===== src/hw/rtl/jpeg_coefficient_run_decoder_defines.svh =====
// ----------------------------------------------------------------------------
// JPEG coefficient run decoder: assertion macros
// Concurrent check wrappers, clocked on clk and quiet while rst is high.
// ----------------------------------------------------------------------------
`ifndef JPEG_COEFFICIENT_RUN_DECODER_DEFINES_SVH
`define JPEG_COEFFICIENT_RUN_DECODER_DEFINES_SVH

`ifndef ASSERT_OFF
// expression must hold at every clock edge
`define JCRD_ASSERT(lbl, expr, msg) \
  lbl: assert property (@(posedge clk) disable iff (rst) (expr)) else $error(msg);
// antecedent in this cycle implies consequent in the next
`define JCRD_ASSERT_NEXT(lbl, ante, cons, msg) \
  lbl: assert property (@(posedge clk) disable iff (rst) (ante) |=> (cons)) else $error(msg);
`else
`define JCRD_ASSERT(lbl, expr, msg)
`define JCRD_ASSERT_NEXT(lbl, ante, cons, msg)
`endif

`endif


===== src/hw/rtl/jcrd_pkg.sv =====
// ----------------------------------------------------------------------------
// jcrd_pkg
// Shared constants and controller/datapath interface types.
// ----------------------------------------------------------------------------
package jcrd_pkg;

  localparam int DEF_BLOCK_COEFFS   = 64;
  localparam int DEF_NUM_COMPONENTS = 4;

  localparam int IN_TDATA_W  = 24;  // symbol + magnitude bits, byte padded
  localparam int IN_TUSER_W  = 2;   // component
  localparam int OUT_TDATA_W = 32;  // coefficient + position + block_done
  localparam int COEF_W      = 21;
  localparam int EXT_W       = 16;
  localparam int POS_OUT_W   = 6;

  localparam logic [7:0] SYM_ZRL = 8'hF0;
  localparam logic [7:0] SYM_EOB = 8'h00;
  localparam logic [3:0] NIBBLE  = 4'hF;
  localparam int         ZRL_LEN = 16;

  localparam logic signed [COEF_W:0] COEF_MAX = 22'sd1048575;
  localparam logic signed [COEF_W:0] COEF_MIN = -22'sd1048576;

  typedef struct packed {
    logic load;  // latch a new request
    logic emit;  // produce one result into the output register
  } ctrl_cmd_t;

  typedef struct packed {
    logic last;      // next result is the last one of this request
    logic out_free;  // output register can take a result this cycle
  } dp_status_t;

endpackage


===== src/hw/rtl/jcrd_ctrl.sv =====
// ----------------------------------------------------------------------------
// jcrd_ctrl
// Request sequencer: takes one request, then issues one emit per free slot.
// ----------------------------------------------------------------------------
`include "jpeg_coefficient_run_decoder_defines.svh"

module jcrd_ctrl (
  input  logic                   clk,
  input  logic                   rst,
  input  logic                   s_tvalid,
  output logic                   s_tready,
  input  jcrd_pkg::dp_status_t   status,
  output jcrd_pkg::ctrl_cmd_t    cmd
);
  import jcrd_pkg::*;

  typedef enum logic {ST_IDLE, ST_RUN} state_t;

  state_t state;

  assign s_tready = (state == ST_IDLE);
  assign cmd.load = s_tvalid && s_tready;
  assign cmd.emit = (state == ST_RUN) && status.out_free;

  always_ff @(posedge clk) begin
    if (rst) begin
      state <= ST_IDLE;
    end else begin
      case (state)
        ST_IDLE: begin
          if (cmd.load) state <= ST_RUN;
        end
        ST_RUN: begin
          if (cmd.emit && status.last) state <= ST_IDLE;
        end
        default: state <= ST_IDLE;
      endcase
    end
  end

  `JCRD_ASSERT_NEXT(a_load_runs, cmd.load, state == ST_RUN, "load did not start a run")
  `JCRD_ASSERT_NEXT(a_last_ends, cmd.emit && status.last, state == ST_IDLE, "run did not end")
  `JCRD_ASSERT(a_emit_in_run, !cmd.emit || !cmd.load, "emit and load in one cycle")

endmodule


===== src/hw/rtl/jcrd_datapath.sv =====
// ----------------------------------------------------------------------------
// jcrd_datapath
// Position counter, DC predictors, value extension and output register.
// ----------------------------------------------------------------------------
`include "jpeg_coefficient_run_decoder_defines.svh"

module jcrd_datapath #(
  parameter int BLOCK_COEFFS   = jcrd_pkg::DEF_BLOCK_COEFFS,
  parameter int NUM_COMPONENTS = jcrd_pkg::DEF_NUM_COMPONENTS
) (
  input  logic                                   clk,
  input  logic                                   rst,
  input  jcrd_pkg::ctrl_cmd_t                    cmd,
  output jcrd_pkg::dp_status_t                   status,
  input  logic [1:0]                             component,
  input  logic [7:0]                             symbol,
  input  logic [14:0]                            magnitude_bits,
  input  logic                                   out_ready,
  output logic                                   out_valid,
  output logic signed [jcrd_pkg::COEF_W-1:0]     coefficient,
  output logic [jcrd_pkg::POS_OUT_W-1:0]         position,
  output logic                                   block_done,
  output logic                                   run_last,
  output logic                                   bad_symbol
);
  import jcrd_pkg::*;

  localparam int POS_W = $clog2(BLOCK_COEFFS);
  localparam int CMP_W = (NUM_COMPONENTS > 1) ? $clog2(NUM_COMPONENTS) : 1;
  localparam logic [POS_W:0]   BLOCK_LEN = (POS_W+1)'(BLOCK_COEFFS);
  localparam logic [POS_W-1:0] LAST_POS  = POS_W'(BLOCK_COEFFS - 1);

  // machine state
  logic [POS_W-1:0]         pos;
  logic signed [COEF_W-1:0] pred [NUM_COMPONENTS];

  // latched request
  logic                     item_dc;
  logic                     item_bad;
  logic                     item_val;
  logic [POS_W-1:0]         cnt_left;
  logic [CMP_W-1:0]         comp_idx;
  logic signed [EXT_W-1:0]  ext_val;

  // load-side decode
  logic [3:0]               cls;
  logic [15:0]              mask16;
  logic [14:0]              v;
  logic                     neg;
  logic signed [EXT_W-1:0]  ext_next;
  logic [POS_W:0]           remaining;
  logic [POS_W:0]           zeros;
  logic [POS_W:0]           total;
  logic                     has_val;
  logic                     bad_ac;
  logic [POS_W:0]           count;
  logic [2:0]               comp3;
  logic [CMP_W-1:0]         comp_fold;

  // run-side
  logic signed [COEF_W:0]   sum;
  logic signed [COEF_W-1:0] sat;
  logic                     last;
  logic signed [COEF_W-1:0] ac_coef;

  always_comb begin
    if (pos == '0 && symbol[7:4] != 4'd0) cls = 4'd0;
    else cls = symbol[3:0] & NIBBLE;
    mask16   = (16'd1 << cls) - 16'd1;
    v        = magnitude_bits & mask16[14:0];
    neg      = (cls != 4'd0) && !v[cls - 4'd1];
    ext_next = neg ? ($signed({1'b0, v}) - $signed({1'b0, mask16[14:0]}))
                   : $signed({1'b0, v});

    remaining = BLOCK_LEN - {1'b0, pos};
    has_val   = 1'b1;
    if (symbol == SYM_ZRL) begin
      zeros   = (POS_W+1)'(ZRL_LEN);
      has_val = 1'b0;
    end else if (symbol == SYM_EOB) begin
      zeros   = remaining;
      has_val = 1'b0;
    end else begin
      zeros = (POS_W+1)'(symbol[7:4]);
    end
    total  = zeros + (POS_W+1)'(has_val);
    bad_ac = total > remaining;
    count  = bad_ac ? remaining : total;

    comp3 = {1'b0, component};
    if (NUM_COMPONENTS == 1) comp3 = 3'd0;
    else if (comp3 >= 3'(NUM_COMPONENTS)) comp3 = comp3 - 3'(NUM_COMPONENTS);
    comp_fold = CMP_W'(comp3);
  end

  always_comb begin
    sum = $signed({pred[comp_idx][COEF_W-1], pred[comp_idx]})
        + (COEF_W+1)'(ext_val);
    if (sum > COEF_MAX) sat = COEF_MAX[COEF_W-1:0];
    else if (sum < COEF_MIN) sat = COEF_MIN[COEF_W-1:0];
    else sat = sum[COEF_W-1:0];

    last = item_dc || (cnt_left == POS_W'(1));
    // a value only lands when the run fits; an overrun is cut before it
    ac_coef = (item_val && !item_bad && last) ? COEF_W'(ext_val) : '0;
  end

  assign status.last     = last;
  assign status.out_free = !out_valid || out_ready;

  always_ff @(posedge clk) begin
    if (rst) begin
      pos       <= '0;
      out_valid <= 1'b0;
      for (int i = 0; i < NUM_COMPONENTS; i++) pred[i] <= '0;
    end else begin
      if (cmd.emit) begin
        out_valid <= 1'b1;
        if (item_dc) begin
          pred[comp_idx] <= sat;
          pos            <= POS_W'(1);
        end else if (pos == LAST_POS) begin
          pos <= '0;
        end else begin
          pos <= pos + POS_W'(1);
        end
      end else if (out_ready) begin
        out_valid <= 1'b0;
      end
    end
  end

  always_ff @(posedge clk) begin
    if (cmd.load) begin
      item_dc  <= (pos == '0);
      item_bad <= (pos == '0) ? (symbol[7:4] != 4'd0) : bad_ac;
      item_val <= has_val;
      cnt_left <= (pos == '0) ? POS_W'(1) : count[POS_W-1:0];
      comp_idx <= comp_fold;
      ext_val  <= ext_next;
    end else if (cmd.emit) begin
      cnt_left <= cnt_left - POS_W'(1);
    end
    if (cmd.emit) begin
      coefficient <= item_dc ? sat : ac_coef;
      position    <= item_dc ? '0 : POS_OUT_W'(pos);
      block_done  <= !item_dc && (pos == LAST_POS);
      run_last    <= last;
      bad_symbol  <= item_bad;
    end
  end

  `JCRD_ASSERT(a_pos_range, {1'b0, pos} < BLOCK_LEN, "position left the block")
  `JCRD_ASSERT_NEXT(a_dc_step, cmd.emit && item_dc, pos == POS_W'(1), "DC did not advance")
  `JCRD_ASSERT(a_bad_end, !(out_valid && run_last && bad_symbol && position != '0) || block_done, "overrun not cut at block end")

endmodule


===== src/hw/rtl/jpeg_coefficient_run_decoder.sv =====
// ----------------------------------------------------------------------------
// jpeg_coefficient_run_decoder
// Baseline JPEG run-length coefficient expansion with DC prediction.
// ----------------------------------------------------------------------------
// Usage:
//   Slave side takes one request per Huffman-decoded symbol: symbol and its
//   appended magnitude bits in s_tdata, component number in s_tuser.
//   Master side delivers one coefficient per beat with its zigzag position
//   and block_done in m_tdata, bad_symbol in m_tuser; m_tlast marks the last
//   coefficient produced by a request.
//   Position 0 of a block takes a DC class; the sign-extended difference is
//   added to the component's predictor (saturating) and stored back.
//   Other positions take AC run/size: ZRL gives 16 zeros, EOB fills the
//   rest of the block, overruns are cut at the block end and flagged.
// Timing:
//   A request is accepted in ST_IDLE; the sequencer then enters ST_RUN and
//   emits one coefficient per cycle into the output register while that
//   register is free. The first result passes the ST_RUN state register
//   and then the output register. No new request is taken in ST_RUN.
//   A stalled receiver freezes the emit sequence; s_tready rises again as
//   soon as the last result is in the output register, even if not taken.
// Reset:
//   rst clears the block position and all DC predictors to zero and drops
//   m_tvalid.
// ----------------------------------------------------------------------------
module jpeg_coefficient_run_decoder #(
  parameter int BLOCK_COEFFS   = jcrd_pkg::DEF_BLOCK_COEFFS,
  parameter int NUM_COMPONENTS = jcrd_pkg::DEF_NUM_COMPONENTS
) (
  input  logic                               clk,
  input  logic                               rst,
  input  logic                               s_tvalid,
  output logic                               s_tready,
  // [7:0] symbol, [22:8] magnitude_bits, [23] zero
  input  logic [jcrd_pkg::IN_TDATA_W-1:0]    s_tdata,
  // [1:0] component
  input  logic [jcrd_pkg::IN_TUSER_W-1:0]    s_tuser,
  output logic                               m_tvalid,
  input  logic                               m_tready,
  // [20:0] coefficient, [26:21] position, [27] block_done, [31:28] zero
  output logic [jcrd_pkg::OUT_TDATA_W-1:0]   m_tdata,
  // [0] bad_symbol
  output logic                               m_tuser,
  // run_last
  output logic                               m_tlast
);
  import jcrd_pkg::*;

  ctrl_cmd_t                cmd;
  dp_status_t               status;
  logic signed [COEF_W-1:0] coefficient;
  logic [POS_OUT_W-1:0]     position;
  logic                     block_done;

  // sequencer: one request in flight, emits gated by output register space
  jcrd_ctrl u_ctrl (
    .clk      (clk),
    .rst      (rst),
    .s_tvalid (s_tvalid),
    .s_tready (s_tready),
    .status   (status),
    .cmd      (cmd)
  );

  // decode, predictor update and output register
  jcrd_datapath #(
    .BLOCK_COEFFS   (BLOCK_COEFFS),
    .NUM_COMPONENTS (NUM_COMPONENTS)
  ) u_datapath (
    .clk            (clk),
    .rst            (rst),
    .cmd            (cmd),
    .status         (status),
    .component      (s_tuser),
    .symbol         (s_tdata[7:0]),
    .magnitude_bits (s_tdata[22:8]),
    .out_ready      (m_tready),
    .out_valid      (m_tvalid),
    .coefficient    (coefficient),
    .position       (position),
    .block_done     (block_done),
    .run_last       (m_tlast),
    .bad_symbol     (m_tuser)
  );

  assign m_tdata = {4'd0, block_done, position, coefficient};

endmodule


===== config.mk =====
export PLATFORM = sky130hd
export DESIGN_NAME = jpeg_coefficient_run_decoder
export DESIGN_NICKNAME = d
export VERILOG_FILES = /design/src/hw/rtl/jcrd_pkg.sv /design/src/hw/rtl/jcrd_ctrl.sv /design/src/hw/rtl/jcrd_datapath.sv /design/src/hw/rtl/jpeg_coefficient_run_decoder.sv
export VERILOG_INCLUDE_DIRS = /design/src /design/src/hw/rtl
export SDC_FILE = /design/constraint.sdc
export NUM_CORES = 1
export LEC_CHECK = 0
export ABC_AREA = 1
export ABC_CLOCK_PERIOD_IN_PS = 3500
export BUFFER_PORTS_ARGS = -buffer_cell sky130_fd_sc_hd__buf_2
export CORE_UTILIZATION = 36
export DETAILED_ROUTE_END_ITERATION = 7
export SLEW_MARGIN = 20
export SYNTH_ARGS = -nofsm -noshare
export SYNTH_HDL_FRONTEND = slang
export SYNTH_HIERARCHICAL = 1
export SYNTH_SLANG_ARGS = --single-unit

===== constraint.sdc =====
create_clock -name clk -period 3.5 [get_ports clk]
set_input_delay 0.35 -clock clk [delete_from_list [all_inputs] [get_ports clk]]
set_output_delay 0.35 -clock clk [all_outputs]
set_load 0.01 [all_outputs]

After elaboration in Yosys (flattened, before gate mapping)
Memory sizes are Yosys's and may differ from the RTL's. A register that Yosys moved wholly into a read port is not among the register bits.
Cells that the tools add are included.
{"block": "word_totals", "wordCells": 89, "n_memories": 1, "mem_bits_rw": 84, "reg_bits": 65}
{"memory": "u_datapath.pred", "depth": 4, "word_bits": 21, "read_ports": 1, "rd_ports_with_merged_regs": 1, "write_ports": 4, "line_no": "jcrd_datapath.sv:35", "rtl": "logic signed [COEF_W-1:0] pred [NUM_COMPONENTS];"}
{"block": "op_classes", "n_mux": 34, "n_eq_ne": 3, "magnitude_cmp": 4, "n_reduce_logical": 21, "shift": 1, "bitwise": 2, "add_sub_neg": 8}
{"cell": "21-bit two-way mux", "n": 5}
{"cell": "6-bit two-way mux", "n": 6}
{"cell": "21-bit by 16-bit adder with 22-bit output", "n": 1}
{"cell": "22-bit by 21-bit greater-than comparator with 1-bit output, second input constant", "n": 1}
{"cell": "22-bit by 21-bit < comparator with 1-bit output, second input constant", "n": 1}
{"cell": "21-bit OR reduction", "n": 1}
{"cell": "15-bit by 15-bit subtractor with 16-bit output", "n": 1}
{"cell": "15-bit bitwise AND", "n": 1}
{"cell": "1-bit two-way mux", "n": 15}
{"cell": "15-bit two-way mux", "n": 1}
{"cell": "1-bit by 4-bit left shift with 15-bit output, first input constant", "n": 1}
{"cell": "15-bit by 1-bit subtractor with 15-bit output, second input constant", "n": 1}
{"cell": "7-bit two-way mux", "n": 2}
{"cell": "8-bit == test, second input constant", "n": 1}
{"cell": "1-bit logical AND", "n": 8}
{"cell": "8-bit zero test", "n": 1}
{"cell": "4-bit nonzero test", "n": 2}
{"cell": "7-bit by 1-bit adder with 7-bit output", "n": 1}
{"cell": "7-bit greater-than comparator", "n": 1}
{"cell": "7-bit by 6-bit subtractor with 7-bit output, first input constant", "n": 1}
{"cell": "6-bit by 1-bit adder with 6-bit output, second input constant", "n": 1}
{"cell": "6-bit by 1-bit == test with 1-bit output, second input constant", "n": 1}
{"cell": "6-bit == test, second input constant", "n": 1}
{"cell": "6-bit zero test", "n": 1}
{"cell": "11 further kinds", "n": 17}

Logic depth before layout (Yosys ltp)
Gate-level depths: netlist of run 1.
{"block": "depth", "word_depth": 11, "mapped_depth": 27}

Modules after synthesis
Netlist of run 1, hierarchy kept.
{"mod": "jcrd_datapath", "area_per_inst_um2": 9521.6, "cells_per_inst": 1155, "instances": 1, "seq_area_each_um2": 4414.2}
{"mod": "jcrd_ctrl", "area_per_inst_um2": 61.3, "cells_per_inst": 11, "instances": 1, "seq_area_each_um2": 20.0}
{"mod": "jpeg_coefficient_run_decoder", "area_per_inst_um2": 41.3, "cells_per_inst": 6, "instances": 1, "seq_area_each_um2": 0.0}

Worst setup path before layout of run 1
No wires, ideal clock.
{"block": "synth_path", "path_kind": "flip-flop to flip-flop", "start": "reg u_datapath.pos[0]", "end": "reg u_datapath.ext_val[10] (data pin)", "path_buffers": 3, "setup_time_ps": 252, "t_arrival_ps": 3312, "path_stages_with_launch": 25, "slack_ps": -65, "required_time_ps": 3248, "path_cell_list": "dfxtp_1 clkinv_1 ha_1 nand2_2 nor2_4 nand3_4 buf_6 nand2_1 buf_4 ha_1 clkbuf_1 nand3_2 ha_1 or2_2 ha_1 nand2_1 inv_1 nand2_1 inv_1 nand2_1 nor2_1 nand2_1 nand2_1 nand3_1 nand2_1"}
{"block": "synth_via", "elab_chain_cells": 11, "word_cells_on_any_way": 14}
{"item": "from (decl)", "line_no": "jcrd_datapath.sv:34", "rtl": "logic [POS_W-1:0] pos;"}
{"item": "from (signal assigned)", "line_no": "jcrd_datapath.sv:125", "rtl": "pos <= pos + POS_W'(1);"}
{"item": "6-bit zero test (*)", "line_no": "jcrd_datapath.sv:67", "rtl": "if (pos == '0 && symbol[7:4] != 4'd0) cls = 4'd0;"}
{"item": "1-bit logical AND (*)", "line_no": "jcrd_datapath.sv:67"}
{"item": "4-bit two-way mux (*)", "line_no": "jcrd_datapath.sv:67"}
{"item": "parallel branches: the longest is 7 deep, another holds 15-bit by 15-bit subtractor with 16-bit output"}
{"item": "15-bit two-way mux (*)", "line_no": "jcrd_datapath.sv:72", "rtl": "ext_next = neg ? ($signed({1'b0, v}) - $signed({1'b0, mask16[14:0]}))"}
{"item": "net u_datapath.ext_next[10]", "line_no": "jcrd_datapath.sv:50", "rtl": "logic signed [EXT_W-1:0] ext_next;"}
{"item": "to (signal assigned)", "line_no": "jcrd_datapath.sv:140", "rtl": "ext_val <= ext_next;"}
{"item": "to (decl)", "line_no": "jcrd_datapath.sv:43", "rtl": "logic signed [EXT_W-1:0] ext_val;"}
Mark *: on every way through the listed nets, which the timed path passes. The select of a mux whose other input is x is not followed.
A chain may end at the register's enable or synchronous reset.

==> flow_summary.toml, run 1 <==
[outcome]
status = "complete, but fails checks"
failed_checks = "DRC"

[synth]
post_synth_main_area_contributors = "sky130_fd_sc_hd__edfxtp_1, sky130_fd_sc_hd__nand2_1, sky130_fd_sc_hd__nor2_1"
post_synthesis_compound_gate_area_fraction = 0.108
syn-mean-instance-area_um2 = 8.21
synth_area_leader_cell = "sky130_fd_sc_hd__edfxtp_1"
synth_top_flop_cell = "sky130_fd_sc_hd__edfxtp_1"
synth-seq-area-share = 0.461
synth_top_cell_area_share = 0.440
post_synth_num_cell_types = 51
post_synth_inst_count = 1172
synth.cells.most_frequent = "sky130_fd_sc_hd__nand2_1, sky130_fd_sc_hd__nor2_1, sky130_fd_sc_hd__edfxtp_1, sky130_fd_sc_hd__inv_1, sky130_fd_sc_hd__o21ai_0"
synth.ff_latch_count = 151
asyncSetResetFlopFracSynth = 0
post_synth_simple_gate_area = 0.257
post_synth_mux_area_share = 0
synth.cell_area_um2 = 9620
synth_top_family_by_area = "simple AND/OR/NAND/NOR gates"
yosys.cell_count.top_type = "sky130_fd_sc_hd__nand2_1"
synth_xor_area_frac = 0.0343
number_of_flops_mapped_to_enable_cells_by_yosys = 141
synth-adder-area-share = 0.0554
yosys_warns = 6

[final_layout]
diodes_inserted = 0
final_nets = 1342
drive_above_1_share = 0.181
synthToLayoutAreaGrowth_pct = 17.6
finish.instance_area_um2 = 11300
instances_no_fill = 1618

[setup_path]
timing.critical_path.required_ps = 3630
data_arrival_time_of_the_critical_path_ps = 3430
worst-path-max-fanout = 11
path_class = "reg2reg"
cp-start-kind = "flop"
crit_path_end_kind = "flop"

[power_and_ir_drop]
seq_power_share = 0.320
power.net_switching_mw = 2.94
p_sw_frac = 0.392
cell_internal_power_dissipation_mw = 4.55
maximum_vdd_drop_uv = 343
p_comb_frac = 0.436
clock_power_share = 0.243
total_leakage_power_nw = 5.17
p_per_area_nw_per_um2 = 661

[timing]
fin_setup_tns_ps = 0
worst_slew_margin_rel = 0.310
tightest_slew_ps = 1030
finalHoldWorstSlack_ps = 141
grt_setup_unrepaired = "yes"
timing.final.crit_share = 0.941
finalMaxSlewViolations = 0
timing.final.crit_period_ps = 3290
finalSetupViolCount = 0
final-hold-violation-count = 0
achievable-frequency_mhz = 304
final.setup_skew_ps = 7.47

[place]
place.gp.congestion = 0.895
place_hpwl_um = 17900
placement.cell_area_um2 = 10600
numPlacedInstances = 1584
placement.io_buffers = 60

[global_routing]
use_met3 = 0.0277
groute.usage.overall = 0.186
gr-usage-met2 = 0.320
grt_overflow_total = 0
grt_first_pass_wirelength_um = 39000
grt_met1_usage = 0.242
number_of_global_route_vias_before_repair = 7756
grt_antenna_before_repair = 0
globalRoute.busiestLayer = "met2"
grt_max_degree = 43

[floorplanning]
initial_core_utilization = 0.368
die_area_um2 = 27400
fp.dieW_um = 166
pin_count = 66
fp.dieH_um = 166
rows = 59
fp.coreArea_um2 = 26100

[clocking]
tritoncts.num_buffers = 17
clkSlewWorstSetupHoldPaths_ps = 60
insertion_delay_ps = 420
cts_tree = "built"
cts_sinks = 151
clockRootBuffer = "sky130_fd_sc_hd__clkbuf_16"
hold_buffers = 0
cts-htree-levels = 4
clock_path_buffers = 2

[drt]
detail_route.first_pass.iterations = 7
detail_route.drc_violations = 4
postRouteWirelength_um = 24400
wl_per_cell_um = 15.1
vias = 8065
vias_per_cell = 4.98
dr.first_iter.drc_count = 544
drt.antenna.violating_nets = 0

[worst_hold_path]
hold_path.class = "in2reg"

[run]
cap_violations = 0
## sequential cells by signal (all words and copies together) (netlist names), 2 cells and up, named ones only
signal,flops
u_datapath/pred,84
u_datapath/coefficient,21
u_datapath/ext_val,16
u_datapath/cnt_left,6
u_datapath/pos,6
u_datapath/position,6
u_datapath/comp_idx,2
## cell usage in the layout, fill, tap and decap left out, types with 4 or more instances in the layout
master and instances:
sky130_fd_sc_hd__a21oi_1 38, sky130_fd_sc_hd__o211ai_1 5, sky130_fd_sc_hd__inv_2 18, sky130_fd_sc_hd__edfxtp_1 141, sky130_fd_sc_hd__o22ai_1 24, sky130_fd_sc_hd__nor2_2 11, sky130_fd_sc_hd__xor2_1 22, sky130_fd_sc_hd__nand3_2 9
sky130_fd_sc_hd__buf_2 60, sky130_fd_sc_hd__nor3_2 4, sky130_fd_sc_hd__o21ai_1 15, sky130_fd_sc_hd__dfxtp_1 9, sky130_fd_sc_hd__inv_1 128, sky130_fd_sc_hd__clkbuf_16 17, sky130_fd_sc_hd__nand2_1 237, sky130_fd_sc_hd__nor2_1 194
sky130_fd_sc_hd__nand4_1 18, sky130_fd_sc_hd__nand3_1 63, sky130_fd_sc_hd__xnor2_1 10, sky130_fd_sc_hd__nand2_2 9, sky130_fd_sc_hd__ha_2 4, sky130_fd_sc_hd__buf_4 56, sky130_fd_sc_hd__o21ai_0 75, sky130_fd_sc_hd__conb_1 4
sky130_fd_sc_hd__ha_1 35, sky130_fd_sc_hd__nor3_1 7, sky130_fd_sc_hd__nand3b_1 6
## power by group through the flow
stage,Combinational [mW],Sequential [mW],Clock (mW)
6_report,3.27,2.40,1.82
5_1_grt,3.68,2.42,1.94
4_1_cts,3.16,2.40,1.86
3_5_place_dp,3.14,2.44,0
3_3_place_gp,3.11,2.43,0
2_1_floorplan,2.18,2.43,0
## stage by stage
stage               utilization  total power [mW]  setup slack (ps)
floorplan                     -              4.61              31.9
detailed placement        0.405              5.57             -72.7
global placement          0.405              5.54              25.1
finish                    0.433              7.49               208
CTS                       0.427              7.41              3.62
global route              0.433              8.04             -37.4
## cells by family after synthesis
family	count (synthesis)
other	1
AOI/OAI and AO/OA	180
adders and majority gates	42
DFF	151
and+or+nand+nor	570
xor gates and xnor gates	36
buffers and inverters	192
## repair_timing
item                                    in CTS  in global routing
buffers inserted                             0                  1
endpoints found under the setup margin       0                 65
gates resized for setup                      0                 38
## worst max-delay path: stages (launching register included)
cell,delay (ps)
sky130_fd_sc_hd__dfxtp_1,420
sky130_fd_sc_hd__inv_1,80
sky130_fd_sc_hd__buf_4,180
sky130_fd_sc_hd__o21ai_0,90
sky130_fd_sc_hd__o22ai_1,100
sky130_fd_sc_hd__ha_1,220
sky130_fd_sc_hd__fa_1,410
sky130_fd_sc_hd__nand3_1,110
sky130_fd_sc_hd__nand2_1,130
sky130_fd_sc_hd__nand4_1,130
sky130_fd_sc_hd__nand3_1,110
sky130_fd_sc_hd__xor2_2,190
sky130_fd_sc_hd__inv_1,90
sky130_fd_sc_hd__nor2_4,140
sky130_fd_sc_hd__buf_4,150
sky130_fd_sc_hd__nor2_1,40
sky130_fd_sc_hd__nor2_1,120
sky130_fd_sc_hd__buf_4,160
sky130_fd_sc_hd__o21ai_0,120
## layer usage
| layer | part of all wire | wire length, um |
|---|---|---|
| met3 | 0.039 | 952 |
| met1 | 0.46 | 11200 |
| met5 | 0 | 0 |
| met4 | 0.012 | 299 |
| met2 | 0.49 | 11900 |
## path summary, 6_finish.rpt
kind                                                  end  slack [ps]  cells after the start            startpoint
worst max-delay path            u_datapath/coefficient[5]         210                     18                  flop
worst min-delay path               u_datapath/comp_idx[0]         140                      1            s_tuser[0]
worst min register to register       u_datapath/out_valid         500                      2  u_datapath/out_valid
worst max register to register  u_datapath/coefficient[5]         210                     18                  flop
## area by class of cell
class | count | area (um2)
clock buffer | 21 | 470
clock inverter | 11 | 121
fill | 2648 | 14800
inverter | 148 | 558
multi-input combinational | 833 | 4540
sequential | 151 | 4440
tap | 335 | 419
timing repair buffer | 119 | 772
(Power assumes the default switching activity.)
==> run 2: changes to the inputs <==
- GPL_TIMING_DRIVEN: default -> 0
- REMOVE_ABC_BUFFERS: default -> 1
==> flow_summary.toml, run 2 (synthesis gave the netlist of run 1 again) <==
[run]
cap_violations = 0

[worst_hold_path]
hold-path-cell-count = 1
hold_path.class = "in2reg"
hold_path.startpoint = "s_tuser[0]"
whs_endpoint = "u_datapath/comp_idx[0]"

[place]
placement.cell_area_um2 = 10200
post-place-ws_ps = -1480
place_hpwl_um = 16700
place.gp.congestion = 0.936
placement.io_buffers = 60

[clocking]
tritoncts.num_buffers = 17
hold_buffers = 0
cts-htree-levels = 4
cts_tree = "built"
insertion_delay_ps = 430
cts_sinks = 151
clock_path_buffers = 2
clockRootBuffer = "sky130_fd_sc_hd__clkbuf_16"
clkSlewWorstSetupHoldPaths_ps = 60

[setup_path]
worst-path-max-fanout = 8
regToRegEndpoint = "u_datapath/coefficient[2]"
delay_of_the_slowest_cell_on_the_worst_path_ps = 440
cp_common_cell = "sky130_fd_sc_hd__nand2_1"
path_class = "reg2reg"
data_arrival_time_of_the_critical_path_ps = 3480
crit_path_end_kind = "flop"
r2r_setup_slack_ps = 150
rr_worst_depth = 19
critical-path-slowest-cell = "sky130_fd_sc_hd__dfxtp_4"
cp-start-kind = "flop"
cp_cell_sequence = "clkinvlp_4, buf_6, o21ai_0, o22ai_1, ha_1, fa_1, nand3_1, nand2_1, nand4_1, nand3_2, xor2_4, inv_2, nor2_4, buf_6, inv_4, nand2_1, nand2_1, inv_2, o21ai_1"
timing.critical_path.required_ps = 3630

[drt]
detail_route.drc_violations = 6
vias_per_cell = 5.10
wl_per_cell_um = 16.1
postRouteWirelength_um = 25800
dr.first_iter.drc_count = 593
drt.antenna.violating_nets = 0
vias = 8177
detail_route.first_pass.iterations = 7

[outcome]
status = "complete, but fails checks"
failed_checks = "DRC"

[final_layout]
nFillCells = 2586
finish.instance_area_um2 = 11500
synthToLayoutAreaGrowth_pct = 19.1
drive_above_1_share = 0.210
registers.top_by_ff_count = "u_datapath/pred"
diodes_inserted = 0
final_common_cell = "sky130_fd_sc_hd__nand2_1"
mostFrequentLayoutCells = "sky130_fd_sc_hd__nand2_1, sky130_fd_sc_hd__nor2_1, sky130_fd_sc_hd__edfxtp_1"
number_of_flip_flops_in_the_largest_register = 84
final_nets = 1327
layout_top_registers = "u_datapath/pred: 84 flops, u_datapath/coefficient: 21 flops, u_datapath/ext_val: 16 flops"

[timing]
finalMaxSlewViolations = 0
worst_slack_ps = 153
final-hold-violation-count = 0
finalSetupViolCount = 0
timing.final.crit_share = 0.956
worst_slew_margin_rel = 0.280
grt_setup_unrepaired = "yes"
achievable-frequency_mhz = 299
final.setup_skew_ps = 9.40
finalHoldWorstSlack_ps = 124
timing.final.crit_period_ps = 3350
tightest_slew_ps = 1080

[floorplanning]
pin_count = 66
fp.coreArea_um2 = 26100
die_area_um2 = 27400
rows = 59
fp.dieW_um = 166
fp.dieH_um = 166
initial_core_utilization = 0.368

[power_and_ir_drop]
maximum_vdd_drop_uv = 391
p_per_area_nw_per_um2 = 648
total_leakage_power_nw = 5.08

[global_routing]
number_of_global_route_vias_before_repair = 7521
groute.usage.overall = 0.189
grt_max_degree = 43
grt_antenna_before_repair = 0
grt_first_pass_wirelength_um = 39000
grt_overflow_total = 0
## run 2: cell type report
cell class / instances / area, um2 / area share
Timing Repair Buffer: 102 / 693 / 0.0605
Multi-Input combinational cell: 833 / 4780 / 0.417
Inverter: 148 / 578 / 0.0504
Clock buffer: 19 / 433 / 0.0378
Timing Repair inverter: 2 / 13.8 / 0.00120
Sequential cell: 151 / 4440 / 0.388
Clock inverter: 13 / 108 / 0.00939
Tap cell: 335 / 419 / 0.0366
## run 2: critical path: cells and delay by family (launching register included)
kind,cells,cell delay [ps]
xor gates and xnor gates,1,200
buffers and inverters,6,630
and+or+nand+nor,7,820
adders and majority gates,2,640
AOI/OAI and AO/OA,3,280
DFF,1,440
## run 2: metrics by stage
| step | instances | power, mW | utilization | setup TNS, ps |
|---|---|---|---|---|
| 2_1_floorplan | 1131 | 4.52 | - | -54790 |
| 4_1_cts | 1583 | 7.09 | 0.422 | 0 |
| 3_3_place_gp | 1526 | 5.23 | 0.387 | -393860 |
| 3_5_place_dp | 1529 | 5.26 | 0.389 | -181190 |
| 5_1_grt | 1603 | 7.93 | 0.439 | -78.4 |
| 6_report | 1603 | 7.43 | 0.439 | 0 |
## run 2: worst max-delay path by stage
| stage | startpoint | endpoint | slack [ps] | cells past startpoint |
|---|---|---|---|---|
| final | flop | u_datapath/coefficient[2] | 150 | 19 |
| after global routing | flop | u_datapath/coefficient[3] | -20 | 16 |
| after CTS | u_datapath/pos[1] | u_datapath/ext_val[11] | 10 | 20 |
| after detailed placement | m_tready | u_datapath/pred[1][12] | -1480 | 12 |
| after global placement | m_tready | u_datapath/pred[2][12] | -2880 | 9 |
| after floorplan | flop | u_datapath/pred[2][19] | -480 | 19 |
## run 2: power by group
part / internal, mW / total [mW] / switching [mW]
clock: 0.969 / 1.69 / 0.719
sequential: 2.30 / 2.41 / 0.112
combinational: 1.13 / 3.34 / 2.21
## run 2: what timing repair did
action,in CTS,in global routing
setup endpoints to repair,188,119
pin swaps,2,18
cloned,1,2
setup buffers,21,18
gates resized for setup,31,81
## run 2: per-layer routing
metal  global-route usage  up-vias  share of wire
li1                     -     4078              -
met3               0.0312       35          0.050
met2                0.324      229           0.49
met1                0.241     3835           0.44
met4               0.0653        0          0.019
met5                    0        -              0
